===== src/rtl/srb_queue.sv =====
// ----------------------------------------------------------------------------
// srb_queue: short command queue
// Small register FIFO that decouples the front end from the back end.
// ----------------------------------------------------------------------------
module srb_queue #(
  parameter int WIDTH  = 8,
  parameter int QDEPTH = 4
) (
  input  logic             clk,
  input  logic             rst,
  input  logic             wr_en,
  input  logic [WIDTH-1:0] wr_data,
  output logic             full,
  output logic             rd_valid,
  output logic [WIDTH-1:0] rd_data,
  input  logic             rd_pop
);

  localparam int PW = (QDEPTH > 1) ? $clog2(QDEPTH) : 1;
  localparam int NW = $clog2(QDEPTH + 1);

  logic [WIDTH-1:0] slots [QDEPTH];
  logic [PW-1:0]    wr_ptr;
  logic [PW-1:0]    rd_ptr;
  logic [NW-1:0]    fill;

  assign full     = (fill == NW'(QDEPTH));
  assign rd_valid = (fill != '0);
  assign rd_data  = slots[rd_ptr];

  // Entry storage; writes are taken only when a slot is free.
  always_ff @(posedge clk) begin
    if (wr_en && !full) begin
      slots[wr_ptr] <= wr_data;
    end
  end

  // Pointers and fill level.
  always_ff @(posedge clk) begin
    if (rst) begin
      wr_ptr <= '0;
      rd_ptr <= '0;
      fill   <= '0;
    end else begin
      if (wr_en && !full) begin
        wr_ptr <= (wr_ptr == PW'(QDEPTH - 1)) ? '0 : wr_ptr + 1'b1;
      end
      if (rd_pop && rd_valid) begin
        rd_ptr <= (rd_ptr == PW'(QDEPTH - 1)) ? '0 : rd_ptr + 1'b1;
      end
      fill <= fill + NW'(wr_en && !full) - NW'(rd_pop && rd_valid);
    end
  end

endmodule


===== config.mk =====
export PLATFORM = sky130hd
export DESIGN_NAME = srb_queue
export DESIGN_NICKNAME = d
export VERILOG_FILES = /design/src/rtl/srb_queue.sv
export SDC_FILE = /design/constraint.sdc
export NUM_CORES = 1
export LEC_CHECK = 0
export BUFFER_PORTS_ARGS = -buffer_cell sky130_fd_sc_hd__buf_4
export CORE_MARGIN = 3
export CORE_UTILIZATION = 60
export DETAILED_ROUTE_END_ITERATION = 7
export HOLD_SLACK_MARGIN = 0.03
export PLACE_DENSITY = 0.83
export SYNTH_ARGS = -nofsm -noshare
export SYNTH_HDL_FRONTEND = slang
export SYNTH_SLANG_ARGS = --single-unit

===== constraint.sdc =====
create_clock -name clk -period 7.4 [get_ports clk]
set_clock_uncertainty 0.2 [all_clocks]
set_input_delay 0.74 -clock clk [delete_from_list [all_inputs] [get_ports clk]]
set_output_delay 0.74 -clock clk [all_outputs]
set_load 0.01 [all_outputs]

==> metrics <==
Port Buffers=21; CP top delay family=flip-flops; drt via density=5.669; CTS buffer count=5; post-CTS setup buffer count=0; grt total ovfl=0; Post-Synthesis Cells=93; Iteration-0 DRC Markers=16; Pre-Repair DR Iteration Count=4; GR Util met3=8.241%; met1 usage=19.34%; Slowest-stage cell, CP=dfxtp_1; Peak VDD IR=0.0002905 V; largest net degree at the start of global routing=14; WL final=2.486 mm; Initial Util=64.45%; outcome=completed; Post-DRT Antenna Nets=0; cell with the most instances after synthesis=edfxtp_1; FP Rows=18; top post-synthesis cells by area=edfxtp_1, dfxtp_1, mux4_2, ha_1, inv_1; Yosys cell types=28; detailed-route via count=839; arrival time at the worst endpoint=1790 ps; htree depth=2; clock sink total=41; FF+latch count, synth=41; Cell Area, Synth=0.001640 mm²; Clock transition at path regs=110 ps; boundary pin count=22; maximum buffer depth of the clock tree=2; first-pass GRT wire length=4.215 mm; dpl hpwl=1.777 mm; drt drc=0; Tightest Hold Check Type=flip-flop to flip-flop; Critical Path RT=6460 ps; GR Util met2=31.42%; Area growth, synth to finish=15.87%; P_leak=0.7314 nW; Antenna diodes=0; Fin Setup TNS=0 ps; peak fanout along the critical path=8; syn_nets=113; height of the die=58.29 µm; share of cells above drive strength 1=34.75%; all-layer global routing usage=18.34%; crit end category=output port; endpoints failing setup=0; CP Cell Sequence=mux4_2 -> buf_4; CP Buf/Inv Count=1; kind of critical path=flip-flop to output port; initial antenna violation count=0; Core Region=0.002545 mm²; Most used DFF post-synth=edfxtp_1; slew margin rel.=63.07%; detailed-route wire length per cell=16.80 µm; CTS resizes=0; post-synth top area share=58.58%; Max stage delay on crit path=690 ps; CTS tree=done; Final nets=137; die width=58.29 µm; RSZ-0062 raised after global routing=false; global route hottest layer=met2; Avg Cell Area, Syn=17.64 µm²; Worst R2R Start=fill[1]$_SDFF_PP0_; Fmax=365.9 MHz; Worst setup SP type=flip-flop; root buf cell=clkbuf_4; final slew viol count=0; vias in the first global route=903; total power=0.6220 mW; Final Instance Area=0.001901 mm²; minimum clock period=2733 ps; Yosys top cell by area=edfxtp_1; Final GP Congestion=0.6946; yosys warns=0; Die Area=0.003397 mm²; Pwr Density=327.3 mW/mm²; hold_buf cts=0; Placed Area=0.001812 mm²; ys async rst share=0%; Max-Cap Viols=0; hold_sp=rd_ptr[0]$_SDFFE_PP0N_; worst slew pin tran=553.1 ps; Post-synth top cells=edfxtp_1, dfxtp_1, mux4_2, ha_1, inv_1; Final Hold Fails=0; sequential share of the synthesized area=69.57%; post-route clock period utilization=36.93%; clock latency on the worst-skew pair=340 ps; number of flops mapped to enable cells by yosys=32
[cell usage in the layout (no fill, tap or decap), types with 2 or more instances in the layout]
cell      synthesis  final
a21oi_1           2      2
and3_1            3      3
buf_4             0     21
clkbuf_4          0      5
dfxtp_1           9      9
edfxtp_1         32     32
ha_1              7      7
inv_1             7      7
mux4_2            8      8
nand3_1           2      2
nor2_1            3      3
nor3_1            2      2
[path summary, 6_finish.rpt]
path	to	slack, ps	cells past startpoint
setup reg to reg	fill[2]$_SDFF_PP0_	4720	11
hold / removal	rd_ptr[0]$_SDFFE_PP0N_	310	2
hold reg to reg	rd_ptr[0]$_SDFFE_PP0N_	310	2
setup / recovery	rd_data[3]	4670	2
[per-stage QoR]
step	worst slack, ps	util [%]	hold WS (ps)	instances
2_1_floorplan	4894	-	263.4	93
3_3_place_gp	4782	71.19	277.7	140
3_5_place_dp	4712	71.19	292.0	140
4_1_cts	4608	74.68	314.0	148
5_1_grt	4456	74.68	324.7	148
6_report	4667	74.68	313.8	148
[cell families (layout without fill, tap and decap cells)]
logic type               after synthesis  count (layout)  synth area share (%)
multiplexers                           9               9                 11.59
flip-flops                            41              41                 69.56
XOR/XNOR                               1               1                0.5340
adder cells (fa/ha/maj)                8               8                 6.560
buffers and inverters                 11              36                 3.051
AO/OA/AOI/OAI                          5               5                 2.289
AND/OR/NAND/NOR                       18              18                 6.408
[where the power goes]
group | internal [mW] | switching (mW)
Clock | 0.0803 | 0.0687
Combinational | 0.0907 | 0.0709
Sequential | 0.284 | 0.0277
[area by class of cell]
class                   count  area, µm²
clock buffers               6      51.30
clock inverters             2      37.54
fillers                   151      644.4
inverters                   7      26.28
multi-input cells          41      449.2
flip-flops and latches     41       1141
well taps                  30      37.54
repair buffers             21      157.7
[metal layers]
layer  routed length, µm  part of all wire (%)
met4                  49                   2.0
met3                 112                   4.5
met5                   0                     0
met2                1352                    54
met1                 971                    39
[flip-flops by register name, summed over array words and instances (netlist names), named ones only]
register,cells
rd_ptr,2
slots,32
wr_ptr,2
fill,3
[worst register-to-register path, stage by stage (launching register included)]
cell     delay [ps]
dfxtp_1         390
or3b_1          520
and2_4          220
inv_1            50
ha_1            210
inv_1            60
ha_1            130
inv_1            50
fa_1            360
xor2_1          160
and2_1          160
nor3_1          110
(Power assumes the default switching activity.)
