**config.mk**
```make
export PLATFORM = sky130hd
export DESIGN_NAME = srb_front
export DESIGN_NICKNAME = d
export VERILOG_FILES = /design/src/rtl/srb_pkg.sv /design/src/rtl/srb_front.sv
export SDC_FILE = /design/constraint.sdc
export NUM_CORES = 1
export LEC_CHECK = 0
export BUFFER_PORTS_ARGS = -buffer_cell sky130_fd_sc_hd__buf_2
export CAP_MARGIN = 25
export CORE_AREA = 2 2 186 188
export DETAILED_ROUTE_END_ITERATION = 7
export DIE_AREA = 0 0 188 190
export PLACE_DENSITY = 0.72
export SKIP_CTS_REPAIR_TIMING = 1
export SYNTH_ARGS = -nofsm -noshare
export SYNTH_HDL_FRONTEND = slang
export SYNTH_SLANG_ARGS = --single-unit
```
**constraint.sdc**
```tcl
create_clock -name clk -period 4.52 [get_ports clk]
set_input_delay 0.678 -clock clk [delete_from_list [all_inputs] [get_ports clk]]
set_output_delay 0.678 -clock clk [all_outputs]
set_load 0.02 [all_outputs]
```
**src/rtl/srb_pkg.sv**
```systemverilog
// ----------------------------------------------------------------------------
// srb_pkg: shared types and codes of the sample ring buffer
// Item formats, operation and status codes, and the per-result status group.
// ----------------------------------------------------------------------------
package srb_pkg;

  localparam int TS_W    = 64;
  localparam int PL_W    = 64;
  localparam int CTR_W   = 32;
  localparam int OCC_W   = 9;
  localparam int BEAT_W  = 7;

  // Operation codes.
  localparam logic [2:0] OP_PUSH  = 3'd0;
  localparam logic [2:0] OP_POP   = 3'd1;
  localparam logic [2:0] OP_PEEK  = 3'd2;
  localparam logic [2:0] OP_RANGE = 3'd3;
  localparam logic [2:0] OP_CLEAR = 3'd4;

  // Status codes.
  localparam logic [1:0] ST_OK    = 2'd0;
  localparam logic [1:0] ST_EMPTY = 2'd1;
  localparam logic [1:0] ST_DROP  = 2'd2;
  localparam logic [1:0] ST_INVAL = 2'd3;

  // What the back end does with a queued command.
  typedef enum logic [1:0] {
    CMD_NONE  = 2'd0,
    CMD_WRITE = 2'd1,
    CMD_READ  = 2'd2
  } cmd_kind_t;

  typedef struct packed {
    logic [2:0]      opcode;
    logic [TS_W-1:0] sample_timestamp;
    logic [PL_W-1:0] sample_payload;
    logic [7:0]      range_start;
    logic [6:0]      range_count;
  } in_item_t;

  typedef struct packed {
    logic [1:0]       status;
    logic [TS_W-1:0]  entry_timestamp;
    logic [PL_W-1:0]  entry_payload;
    logic [OCC_W-1:0] occupancy;
    logic             is_full;
    logic             is_empty;
    logic [CTR_W-1:0] total_pushed;
    logic [CTR_W-1:0] dropped_count;
    logic [CTR_W-1:0] overwrite_count;
    logic [TS_W-1:0]  newest_timestamp;
    logic             last;
  } out_item_t;

  // Status group captured by the front end after each operation.
  typedef struct packed {
    logic [1:0]       status;
    logic [OCC_W-1:0] occupancy;
    logic             is_full;
    logic             is_empty;
    logic [CTR_W-1:0] total_pushed;
    logic [CTR_W-1:0] dropped_count;
    logic [CTR_W-1:0] overwrite_count;
    logic [TS_W-1:0]  newest_timestamp;
  } stat_t;

  function automatic logic [CTR_W-1:0] sat_inc(input logic [CTR_W-1:0] v);
    sat_inc = (v == '1) ? v : v + 1'b1;
  endfunction

endpackage

```
**src/rtl/srb_front.sv**
```systemverilog
// ----------------------------------------------------------------------------
// srb_front: operation front end
// Accepts operations, keeps pointers, occupancy and counters, and queues one
// command per operation for the storage back end.
// ----------------------------------------------------------------------------
module srb_front
  import srb_pkg::*;
#(
  parameter int DEPTH         = 256,
  parameter int PAYLOAD_WIDTH = 64,
  parameter int MAX_RANGE     = 64,
  parameter int AW            = $clog2(DEPTH)
) (
  input  logic                     clk,
  input  logic                     rst,
  input  logic                     in_valid,
  output logic                     in_ready,
  input  in_item_t                 in_data,
  input  logic                     cfg_valid,
  input  logic                     cfg_data,
  input  logic                     q_full,
  output logic                     cmd_push,
  output cmd_kind_t                cmd_kind,
  output logic [AW-1:0]            cmd_addr,
  output logic [BEAT_W-1:0]        cmd_beats,
  output logic [TS_W-1:0]          cmd_ts,
  output logic [PAYLOAD_WIDTH-1:0] cmd_pl,
  output stat_t                    cmd_stat
);

  localparam int CW = $clog2(DEPTH + 1);
  localparam int XW = (CW > 8) ? CW : 8;

  // Architectural state.
  logic [AW-1:0]    wp;
  logic [AW-1:0]    rp;
  logic [CW-1:0]    count;
  logic [CTR_W-1:0] pushed;
  logic [CTR_W-1:0] dropped;
  logic [CTR_W-1:0] overwritten;
  logic [TS_W-1:0]  last_ts;
  logic             overwrite_mode;

  logic [AW-1:0]    wp_next;
  logic [AW-1:0]    rp_next;
  logic [CW-1:0]    count_next;
  logic [CTR_W-1:0] pushed_next;
  logic [CTR_W-1:0] dropped_next;
  logic [CTR_W-1:0] overwritten_next;
  logic [TS_W-1:0]  last_ts_next;

  logic              accept;
  logic              full_now;
  logic              empty_now;
  logic [AW-1:0]     wp_inc;
  logic [AW-1:0]     rp_inc;
  logic [AW-1:0]     wp_dec;
  logic [XW-1:0]     start_x;
  logic [XW-1:0]     avail;
  logic [BEAT_W-1:0] cnt_sat;
  logic [XW:0]       base_sum;
  logic [AW-1:0]     base_addr;
  logic [1:0]        status;

  assign in_ready  = !q_full;
  assign accept    = in_valid && in_ready;
  assign cmd_push  = accept;
  assign full_now  = (count == CW'(DEPTH));
  assign empty_now = (count == '0);
  assign wp_inc    = (wp == AW'(DEPTH - 1)) ? '0 : wp + 1'b1;
  assign rp_inc    = (rp == AW'(DEPTH - 1)) ? '0 : rp + 1'b1;
  assign wp_dec    = (wp == '0) ? AW'(DEPTH - 1) : wp - 1'b1;

  // Range read arguments: saturate the count, clip at the newest entry, and
  // locate the first entry relative to the oldest one.
  assign start_x   = XW'(in_data.range_start);
  assign avail     = XW'(count) - start_x;
  assign cnt_sat   = (in_data.range_count > BEAT_W'(MAX_RANGE)) ?
                     BEAT_W'(MAX_RANGE) : in_data.range_count;
  assign base_sum  = (XW + 1)'(rp) + (XW + 1)'(start_x);
  assign base_addr = (base_sum >= (XW + 1)'(DEPTH)) ?
                     AW'(base_sum - (XW + 1)'(DEPTH)) : AW'(base_sum);

  // Operation decode and next state.
  always_comb begin
    wp_next          = wp;
    rp_next          = rp;
    count_next       = count;
    pushed_next      = pushed;
    dropped_next     = dropped;
    overwritten_next = overwritten;
    last_ts_next     = last_ts;
    cmd_kind         = CMD_NONE;
    cmd_addr         = '0;
    cmd_beats        = BEAT_W'(1);
    status           = ST_OK;
    case (in_data.opcode)
      OP_PUSH: begin
        if (full_now && !overwrite_mode) begin
          dropped_next = sat_inc(dropped);
          status       = ST_DROP;
        end else begin
          cmd_kind     = CMD_WRITE;
          cmd_addr     = wp;
          wp_next      = wp_inc;
          if (full_now) begin
            rp_next          = rp_inc;
            overwritten_next = sat_inc(overwritten);
          end else begin
            count_next = count + 1'b1;
          end
          pushed_next  = sat_inc(pushed);
          last_ts_next = in_data.sample_timestamp;
        end
      end
      OP_POP: begin
        if (empty_now) begin
          status = ST_EMPTY;
        end else begin
          cmd_kind   = CMD_READ;
          cmd_addr   = rp;
          rp_next    = rp_inc;
          count_next = count - 1'b1;
        end
      end
      OP_PEEK: begin
        if (empty_now) begin
          status = ST_EMPTY;
        end else begin
          cmd_kind = CMD_READ;
          cmd_addr = wp_dec;
        end
      end
      OP_RANGE: begin
        if (in_data.range_count == '0 || start_x >= XW'(count)) begin
          status = ST_INVAL;
        end else begin
          cmd_kind  = CMD_READ;
          cmd_addr  = base_addr;
          cmd_beats = (XW'(cnt_sat) < avail) ? cnt_sat : BEAT_W'(avail);
        end
      end
      OP_CLEAR: begin
        wp_next    = '0;
        rp_next    = '0;
        count_next = '0;
      end
      default: begin
        status = ST_INVAL;
      end
    endcase
  end

  // Command payload, with the status as it stands after the operation.
  assign cmd_ts = in_data.sample_timestamp;
  assign cmd_pl = in_data.sample_payload[PAYLOAD_WIDTH-1:0];

  always_comb begin
    cmd_stat.status           = status;
    cmd_stat.occupancy        = OCC_W'(count_next);
    cmd_stat.is_full          = (count_next == CW'(DEPTH));
    cmd_stat.is_empty         = (count_next == '0);
    cmd_stat.total_pushed     = pushed_next;
    cmd_stat.dropped_count    = dropped_next;
    cmd_stat.overwrite_count  = overwritten_next;
    cmd_stat.newest_timestamp = last_ts_next;
  end

  // State update on each transfer and on configuration writes.
  always_ff @(posedge clk) begin
    if (rst) begin
      wp             <= '0;
      rp             <= '0;
      count          <= '0;
      pushed         <= '0;
      dropped        <= '0;
      overwritten    <= '0;
      last_ts        <= '0;
      overwrite_mode <= 1'b0;
    end else begin
      if (cfg_valid) begin
        overwrite_mode <= cfg_data;
      end
      if (accept) begin
        wp          <= wp_next;
        rp          <= rp_next;
        count       <= count_next;
        pushed      <= pushed_next;
        dropped     <= dropped_next;
        overwritten <= overwritten_next;
        last_ts     <= last_ts_next;
      end
    end
  end

`ifndef SYNTHESIS
  // Occupancy never exceeds the store.
  a_count_bound: assert property (@(posedge clk) disable iff (rst)
    count <= CW'(DEPTH))
    else $error("occupancy above depth");

  // The write pointer sits occupancy entries past the read pointer.
  a_ptr_relation: assert property (@(posedge clk) disable iff (rst)
    ((AW + 2)'(rp) + (AW + 2)'(count) == (AW + 2)'(wp)) ||
    ((AW + 2)'(rp) + (AW + 2)'(count) == (AW + 2)'(wp) + (AW + 2)'(DEPTH)))
    else $error("pointers disagree with occupancy");

  // A clear empties the store.
  a_clear_empties: assert property (@(posedge clk) disable iff (rst)
    accept && in_data.opcode == OP_CLEAR |=> count == '0 && wp == '0 && rp == '0)
    else $error("clear left entries behind");
`endif

endmodule

```
==> reports/results.ini, run 1 <==
[clock_network]
worstSkewPairLatency_ps = 440
htreeDepth = 4
cts_buffers = 17
root_buffer = clkbuf_16
cts_tree = built
clockBufferDepth = 2
clkSinkCount = 186
clkSlewWorstSetupHoldPaths_ps = 70

[placed_design]
io_buffers = 343
place_inst = 2452
dp_hpwl_um = 29400
post_dp_cell_area_mm2 = 0.01425
gp_congestion = 0.9268

[critical_path]
critical_path_class = reg2out
cp_max_fo = 8
arrival_ps = 3630
crit_path_end_kind = output pin
startpoint_type = flip-flop
required_ps = 3840

[final_layout]
antenna_cells = 0
fill_cells = 3500
syn_to_final_growth_pct = 13.33
nNetsFinal = 2199
final_area_mm2 = 0.01486
final_core_util_pct = 43.78
layout-drive-gt1-share_pct = 20.80
finalNonFillerCells = 2484

[flow_run]
drv_cap = 0

[sta]
finalSetupViolCount = 0
fin_crit_ps = 4311
fin_worst_skew_ps = 11.82
slew_headroom_pct = 32.16
grt_setup_unrepaired = no
fin_crit_sh_pct = 95.38
drv_slew = 0
fmax_mhz = 231.9
hold_viol_final = 0
setup_tns_ps = 0
tightestPinTransition_ps = 1018

[global_routing]
grt_use_total_pct = 21.28
grt-ovfl-total = 0
grt_max_degree = 90
antenna_found_initial = 0
grt_pass1_vias = 11970
grt_pass1_wl_um = 62010

[routing]
drt_iter0_drc = 785
drc = 0
drtAntennaViolNets = 0
dr.pass1.iters = 5
vias = 12940
drt-wirelength-per-cell_um = 15.92
routed_wl_um = 39540
vias_per_cell = 5.207

[hold_path]
hp-class = reg2reg

[die]
core_area_mm2 = 0.03395
dieArea_mm2 = 0.03572
std_cell_rows = 68
initial_core_util_pct = 38.63
boundaryPins = 472
die_h_um = 190
die_x_um = 188

[power]
power.leakage_nw = 6.464
power_mw = 3.716
ir_drop_v = 0.0002447
powerDensity_mw_per_mm2 = 250.0

[synthesis]
synth_edf_count = 0
yosys-top-cells-count = 451 x nand2_1, 186 x dfxtp_1, 170 x nor2_1
syn_nets = 2043
ys_top_cells_by_area = dfxtp_1 28%, nand2_1 13%, buf_4 7.3%
postSynth.asyncResetShare_pct = 0
yosysTopAreaCell = dfxtp_1
synth_area_mm2 = 0.01311
ys_seq_area_share_pct = 28.39
yosysMostFrequentCell = nand2_1
yosysWarnings = 0
yosysUniqueCellTypes = 67
synthDominantCellAreaShare_pct = 28.39
syn_inst = 1860
ys_ff_latch = 186
syn_area_per_cell_um2 = 7.050
synth_ff_type = dfxtp_1

[outcome]
status = complete, no violations

## sequential cells by signal, indices dropped and copies added, names as in the netlist
register        count
last_ts            64
pushed             32
rp                  8
overwritten        32
dropped            32
count               9
wp                  8
overwrite_mode      1
## per-stage QoR
stage	setup slack (ps)	hold WS [ps]
4_1_cts	200.9	454.6
2_1_floorplan	487.7	436.6
6_report	208.7	453.6
3_3_place_gp	572.5	441.4
3_5_place_dp	523.9	446.7
5_1_grt	88.68	464.8
## cell usage in the layout (no fill, tap or decap), types with 6 or more instances in the layout
cell / synthesis / layout
a21oi_1: 110 / 110
dfxtp_1: 186 / 186
and3_1: 26 / 26
buf_2: 9 / 342
o31a_1: 6 / 6
nand2b_1: 11 / 11
a211oi_1: 7 / 7
or2_2: 9 / 9
nor2_1: 170 / 170
and2_1: 9 / 9
nand3b_1: 6 / 6
xnor2_1: 99 / 99
nand4_1: 44 / 44
mux2i_1: 15 / 15
o21ai_0: 56 / 56
or3_1: 29 / 29
and4_1: 10 / 10
nor3_1: 50 / 50
ha_1: 29 / 29
nor4_1: 16 / 16
inv_1: 38 / 37
o21a_1: 7 / 7
buf_4: 128 / 24
a21o_1: 9 / 9
nor2b_1: 11 / 11
nand3_1: 67 / 67
nand2_1: 451 / 450
clkbuf_16: 0 / 17
xor2_1: 85 / 85
## final timing paths
check	startpoint	endpoint	slack [ps]	cells after the start
max	count[0]$_SDFFE_PP0P_	cmd_beats[2]	210	14
max reg2reg	dropped[0]$_SDFFE_PP0P_	dropped[23]$_SDFFE_PP0P_	1460	9
min	last_ts[6]$_SDFFE_PP0P_	last_ts[6]$_SDFFE_PP0P_	450	2
min reg2reg	last_ts[6]$_SDFFE_PP0P_	last_ts[6]$_SDFFE_PP0P_	450	2
## critical path: stages (launching register included)
cell,delay [ps]
dfxtp_1,500
inv_1,130
ha_1,240
fa_1,410
nor2b_1,170
o31a_1,200
o21ai_0,90
a21o_1,180
ha_1,270
o21a_1,120
o31ai_1,70
a221oi_2,210
buf_4,220
mux2i_1,220
buf_2,190
## layer usage
metal / vias to the layer above / track usage [%] / part of all wire [%]
met3: 65 / 5.110 / 6.8
met5: - / 0 / 0
li1: 6420 / - / -
met2: 379 / 35.33 / 47
met4: 0 / 6.935 / 2.3
met1: 6071 / 27.13 / 44
## logic make-up after synthesis
kind of cell | Yosys count | share of synthesized area [%]
buf+inv | 269 | 11.51
simple gates | 924 | 31.78
mux | 19 | 1.488
xor+xnor | 184 | 12.29
fa+ha+maj | 31 | 3.072
flops | 186 | 28.39
compound gates | 247 | 11.47
## cell type report
type	count	area, um^2	share of cell area [%]
Multi-Input combinational cell	1405	7909	53.22
Sequential cell	186	3724	25.05
Clock inverter	12	162.7	1.094
Inverter	39	147.6	0.9934
Tap cell	455	569.3	3.831
Clock buffer	20	446.7	3.006
Timing Repair Buffer	367	1903	12.81
## power by group
part	leakage (nW)	total [mW]	switching [mW]	internal, mW
registers	1.50	1.66	0.0108	1.65
logic	4.67	0.473	0.325	0.148
clock network	0.292	1.58	0.690	0.894
total	6.46	3.72	1.03	2.69
No activity file was read; power rests on OpenSTA's default activity.
==> inputs of run 2 (changes only) <==
Settings changed: RECOVER_POWER set to 25.
==> reports/results.ini, run 2 (synthesis results as in run 1) <==
[critical_path]
critPathSlowestCell = dfxtp_1
startpoint_type = flip-flop
crit_top_cell = ha_1
path_buf_inv = 3  ; unchanged
path_cells = inv_1 -> ha_1 -> fa_1 -> nor2b_1 -> o31a_1 -> o21ai_0 -> a21o_1 -> ha_1 -> o21a_1 -> o31ai_1 -> a221oi_2 -> buf_4 -> mux2i_1 -> buf_2
crit_path_end_kind = output pin
path_delay_family = adder cells
slowest_delay_ps = 510  ; about the same
cp_max_fo = 8  ; unchanged
critical_path_class = reg2out
arrival_ps = 3640  ; about the same
regToRegSetupSlack_ps = 1460  ; about the same
required_ps = 3840  ; about the same

[sta]
whs_ps = 453.6  ; -0.004000 ps
fin_crit_ps = 4316  ; +5.134 ps
slew_headroom_pct = -33.81  ; -66 points
tightestPinTransition_ps = 2007  ; +989.5 ps
fmax_mhz = 231.7  ; -0.12%
hold_viol_final = 0  ; unchanged
finalSetupViolCount = 0  ; unchanged
layout_setup_ws_ps = 203.6  ; -5.134 ps
setup_tns_ps = 0  ; unchanged
fin_worst_skew_ps = 12.13  ; +0.3032 ps
drv_slew = 90  ; +90
grt_setup_unrepaired = no
fin_crit_sh_pct = 95.50  ; +0.11 points

[clock_network]
cts_tree = built
clockBufferDepth = 2  ; unchanged
worstSkewPairLatency_ps = 440  ; about the same
clkSlewWorstSetupHoldPaths_ps = 70  ; about the same
clkSinkCount = 186  ; unchanged
htreeDepth = 4  ; unchanged
root_buffer = clkbuf_16
cts_buffers = 17  ; unchanged

[flow_run]
drv_cap = 1  ; +1

[placed_design]
io_buffers = 343  ; unchanged
dp_hpwl_um = 29400  ; unchanged
place_inst = 2452  ; unchanged
gp_congestion = 0.9268  ; unchanged
dpl_worst_slack_ps = 523.9  ; unchanged
post_dp_cell_area_mm2 = 0.01425  ; unchanged

[final_layout]
antenna_cells = 0  ; unchanged
syn_to_final_growth_pct = 12.70
largest_register_ffs = 64  ; unchanged
fill_cells = 3539  ; +1.1%
largest-register = last_ts
finalNonFillerCells = 2484  ; unchanged
final_cell_mix = 450 x nand2_1, 281 x buf_2, 186 x dfxtp_1, 170 x nor2_1, 110 x a21oi_1
final_common_cell = nand2_1
layout-drive-gt1-share_pct = 17.79  ; -3.0 points
nNetsFinal = 2199  ; unchanged
final_area_mm2 = 0.01478  ; -0.56%

[global_routing]
grt-ovfl-total = 0  ; unchanged
antenna_found_initial = 0  ; unchanged
grt_pass1_wl_um = 62010  ; unchanged
grt_pass1_vias = 11970  ; unchanged
grt_use_total_pct = 21.28  ; unchanged
grt_max_degree = 90  ; unchanged

[routing]
vias = 12980  ; +0.32%
drt-wirelength-per-cell_um = 15.94  ; +0.13%
routed_wl_um = 39600  ; +0.13%
drtAntennaViolNets = 0  ; unchanged
vias_per_cell = 5.224  ; +0.32%
drc = 0  ; unchanged
dr.pass1.iters = 6  ; +1
drt_iter0_drc = 814  ; +3.7%

[die]
boundaryPins = 472  ; unchanged
std_cell_rows = 68  ; unchanged
initial_core_util_pct = 38.63  ; unchanged
dieArea_mm2 = 0.03572  ; unchanged
die_x_um = 188  ; unchanged
die_h_um = 190  ; unchanged
core_area_mm2 = 0.03395  ; unchanged

[power]
ir_drop_v = 0.0002446  ; about the same
power.leakage_nw = 6.294  ; -2.6%
powerDensity_mw_per_mm2 = 251.1  ; +0.42%

[hold_path]
hp-class = reg2reg

[outcome]
status = finished, violations left
failed_checks = max-capacitance violations, max-slew violations

## run 2: power by group
group | internal [mW] | total [mW] | switching (mW)
logic | 0.140 | 0.466 | 0.326
clock network | 0.894 | 1.59 | 0.691
registers | 1.65 | 1.66 | 0.0109
## run 2: worst paths after layout
check,depth (start not counted),endpoint,startpoint
hold / removal,2,last_ts[6]$_SDFFE_PP0P_,last_ts[6]$_SDFFE_PP0P_
hold reg to reg,2,last_ts[6]$_SDFFE_PP0P_,last_ts[6]$_SDFFE_PP0P_
setup reg to reg,9,dropped[23]$_SDFFE_PP0P_,dropped[0]$_SDFFE_PP0P_
setup / recovery,14,cmd_beats[2],count[0]$_SDFFE_PP0P_
## run 2: area by class of cell
class	count	area, um^2	area share [%]
tap	455	569.3	3.852
clock inverter	12	162.7	1.101
clock buffer	20	446.7	3.022
timing repair buffer	367	1821	12.32
sequential	186	3724	25.19
inverter	39	147.6	0.9990
multi-input combinational	1405	7909	53.51
## run 2: routing by layer
metal	vias up	share of wire [%]	track usage (%)
met1	6105	44	27.13
met5	-	0	0
li1	6422	-	-
met3	68	6.6	5.110
met4	0	2.2	6.935
met2	381	47	35.33
## run 2: per-stage QoR
stage               util [%]  power [mW]
floorplan                  -       2.106
global placement       41.98       2.167
finish                 43.54       3.711
detailed placement     41.98       2.170
CTS                    43.78       3.772
global route           43.54       3.878
## run 2: worst min-delay path: cells and delay by family (launching register included)
family / cells / cell delay (ps)
flip-flops: 1 / 310
AND/OR/NAND/NOR: 1 / 50
AO/OA/AOI/OAI: 1 / 50
==> inputs of run 3 (changes only) <==
Settings changed: GPL_TIMING_DRIVEN set to 0.
==> reports/results.ini, run 3 (synthesis results as in run 1) <==
[outcome]
status = complete, no violations

[clock_network]
clkSinkCount = 186  ; unchanged
cts_buffers = 17  ; unchanged
clkSlewWorstSetupHoldPaths_ps = 80  ; about the same
worstSkewPairLatency_ps = 440  ; about the same
clockBufferDepth = 2  ; unchanged
root_buffer = clkbuf_16
htreeDepth = 4  ; unchanged
cts_tree = built

[final_layout]
final_common_cell = nand2_1
nNetsFinal = 2467  ; +12%
finalNonFillerCells = 2752  ; +11%
largest_register_ffs = 64  ; unchanged
antenna_cells = 0  ; unchanged
syn_to_final_growth_pct = 23.49
final_area_mm2 = 0.01619  ; +9.6%
layout-drive-gt1-share_pct = 20.81  ; +3.0 points
largest-register = last_ts
final_cell_mix = 451 x nand2_1, 288 x buf_2, 210 x clkbuf_1, 185 x dfxtp_1, 170 x nor2_1

[placed_design]
place_inst = 2719  ; +11%
dp_hpwl_um = 34930  ; +19%
gp_congestion = 0.9069  ; -2.1%
post_dp_cell_area_mm2 = 0.01571  ; +10%
io_buffers = 404  ; +18%

[power]
power.leakage_nw = 7.018  ; +12%
ir_drop_v = 0.0002208  ; -9.7%
powerDensity_mw_per_mm2 = 235.4  ; -6.3%

[die]
std_cell_rows = 68  ; unchanged
core_area_mm2 = 0.03395  ; unchanged
die_x_um = 188  ; unchanged
initial_core_util_pct = 38.63  ; unchanged
die_h_um = 190  ; unchanged
dieArea_mm2 = 0.03572  ; unchanged
boundaryPins = 472  ; unchanged

[critical_path]
crit_path_end_kind = output pin
startpoint_type = flip-flop
critical_path_class = reg2out
required_ps = 3840  ; about the same
rr_startpoint = count[1]$_SDFFE_PP0P_
critPathLaunch = count[0]$_SDFFE_PP0P_
cp_max_fo = 8  ; unchanged
arrival_ps = 3570  ; -70 ps

[sta]
grt_setup_unrepaired = no
slew_headroom_pct = 32.43  ; +66 points
hold_viol_final = 0  ; unchanged
whs_ps = 454.8  ; +1.247 ps
fmax_mhz = 235.6  ; +1.7%
fin_worst_skew_ps = 16.72  ; +4.595 ps
tightestPinTransition_ps = 1005  ; -1002 ps
fin_crit_sh_pct = 93.90  ; -1.6 points
drv_slew = 0  ; -100%
fin_crit_ps = 4244  ; -72.02 ps
finalSetupViolCount = 0  ; unchanged

[global_routing]
grt_pass1_vias = 12860  ; +7.5%
grt_max_degree = 19  ; -79%
antenna_found_initial = 0  ; unchanged
grt_pass1_wl_um = 67810  ; +9.4%
grt-ovfl-total = 0  ; unchanged
grt_use_total_pct = 23.64  ; +2.4 points

[routing]
vias = 14230  ; +9.6%
drc = 0  ; unchanged
drt-wirelength-per-cell_um = 16.17  ; +1.4%
routed_wl_um = 44490  ; +12%
vias_per_cell = 5.169  ; -1.1%
drt_iter0_drc = 950  ; +17%
dr.pass1.iters = 8  ; +2
drtAntennaViolNets = 0  ; unchanged

[hold_path]
hp-class = reg2reg
hold_start = last_ts[16]$_SDFFE_PP0P_

[flow_run]
drv_cap = 0  ; -1

## run 3: area by class of cell
type	count	area, um^2
buffer	230	1368
clock buffer	17	425.4
clock inverter	15	158.9
fill	3540	17750
inverter	39	146.4
multi-input combinational	1405	7916
sequential	186	3725
tap	455	569.3
timing repair buffer	405	1886
## run 3: report_power, final
group          switching (mW)  internal, mW  leakage, nW  total [mW]
logic                   0.411         0.222         5.24       0.633
clock network           0.739         0.783        0.281        1.52
registers             0.00882          1.65         1.50        1.66
total                    1.16          2.65         7.02        3.81
## run 3: stage by stage
step,setup TNS (ps),utilization [%],power [mW],worst slack [ps]
after global routing,0,47.70,3.963,15.28
after detailed placement,0,46.28,2.339,106.7
final,0,47.70,3.812,275.6
after global placement,0,46.26,2.333,189.7
after floorplan,0,-,2.106,487.7
after CTS,-1410,48.00,3.860,-185.3
## run 3: worst paths after layout
kind | slack, ps | end | cells after the start
max | 280 | cmd_beats[0] | 14
min reg2reg | 450 | last_ts[16]$_SDFFE_PP0P_ | 2
min | 450 | last_ts[16]$_SDFFE_PP0P_ | 2
max reg2reg | 1360 | last_ts[27]$_SDFFE_PP0P_ | 12
## run 3: critical path, cell delays in order, from the launching register on
cell,delay (ps)
dfxtp_2,420
inv_1,100
ha_1,220
fa_1,410
nor2b_1,170
o31a_1,200
o21ai_0,100
a21o_1,180
ha_1,270
o21a_1,110
o31ai_1,100
a221oi_4,310
buf_12,170
mux2i_1,190
buf_2,190
## run 3: per-layer routing
metal / track usage, % / up-vias / part of all wire, %
met1: 29.58 / 6637 / 42
met3: 6.936 / 61 / 9.1
met5: 0 / - / 0
met4: 7.450 / 0 / 2.4
li1: - / 6967 / -
met2: 39.10 / 560 / 47
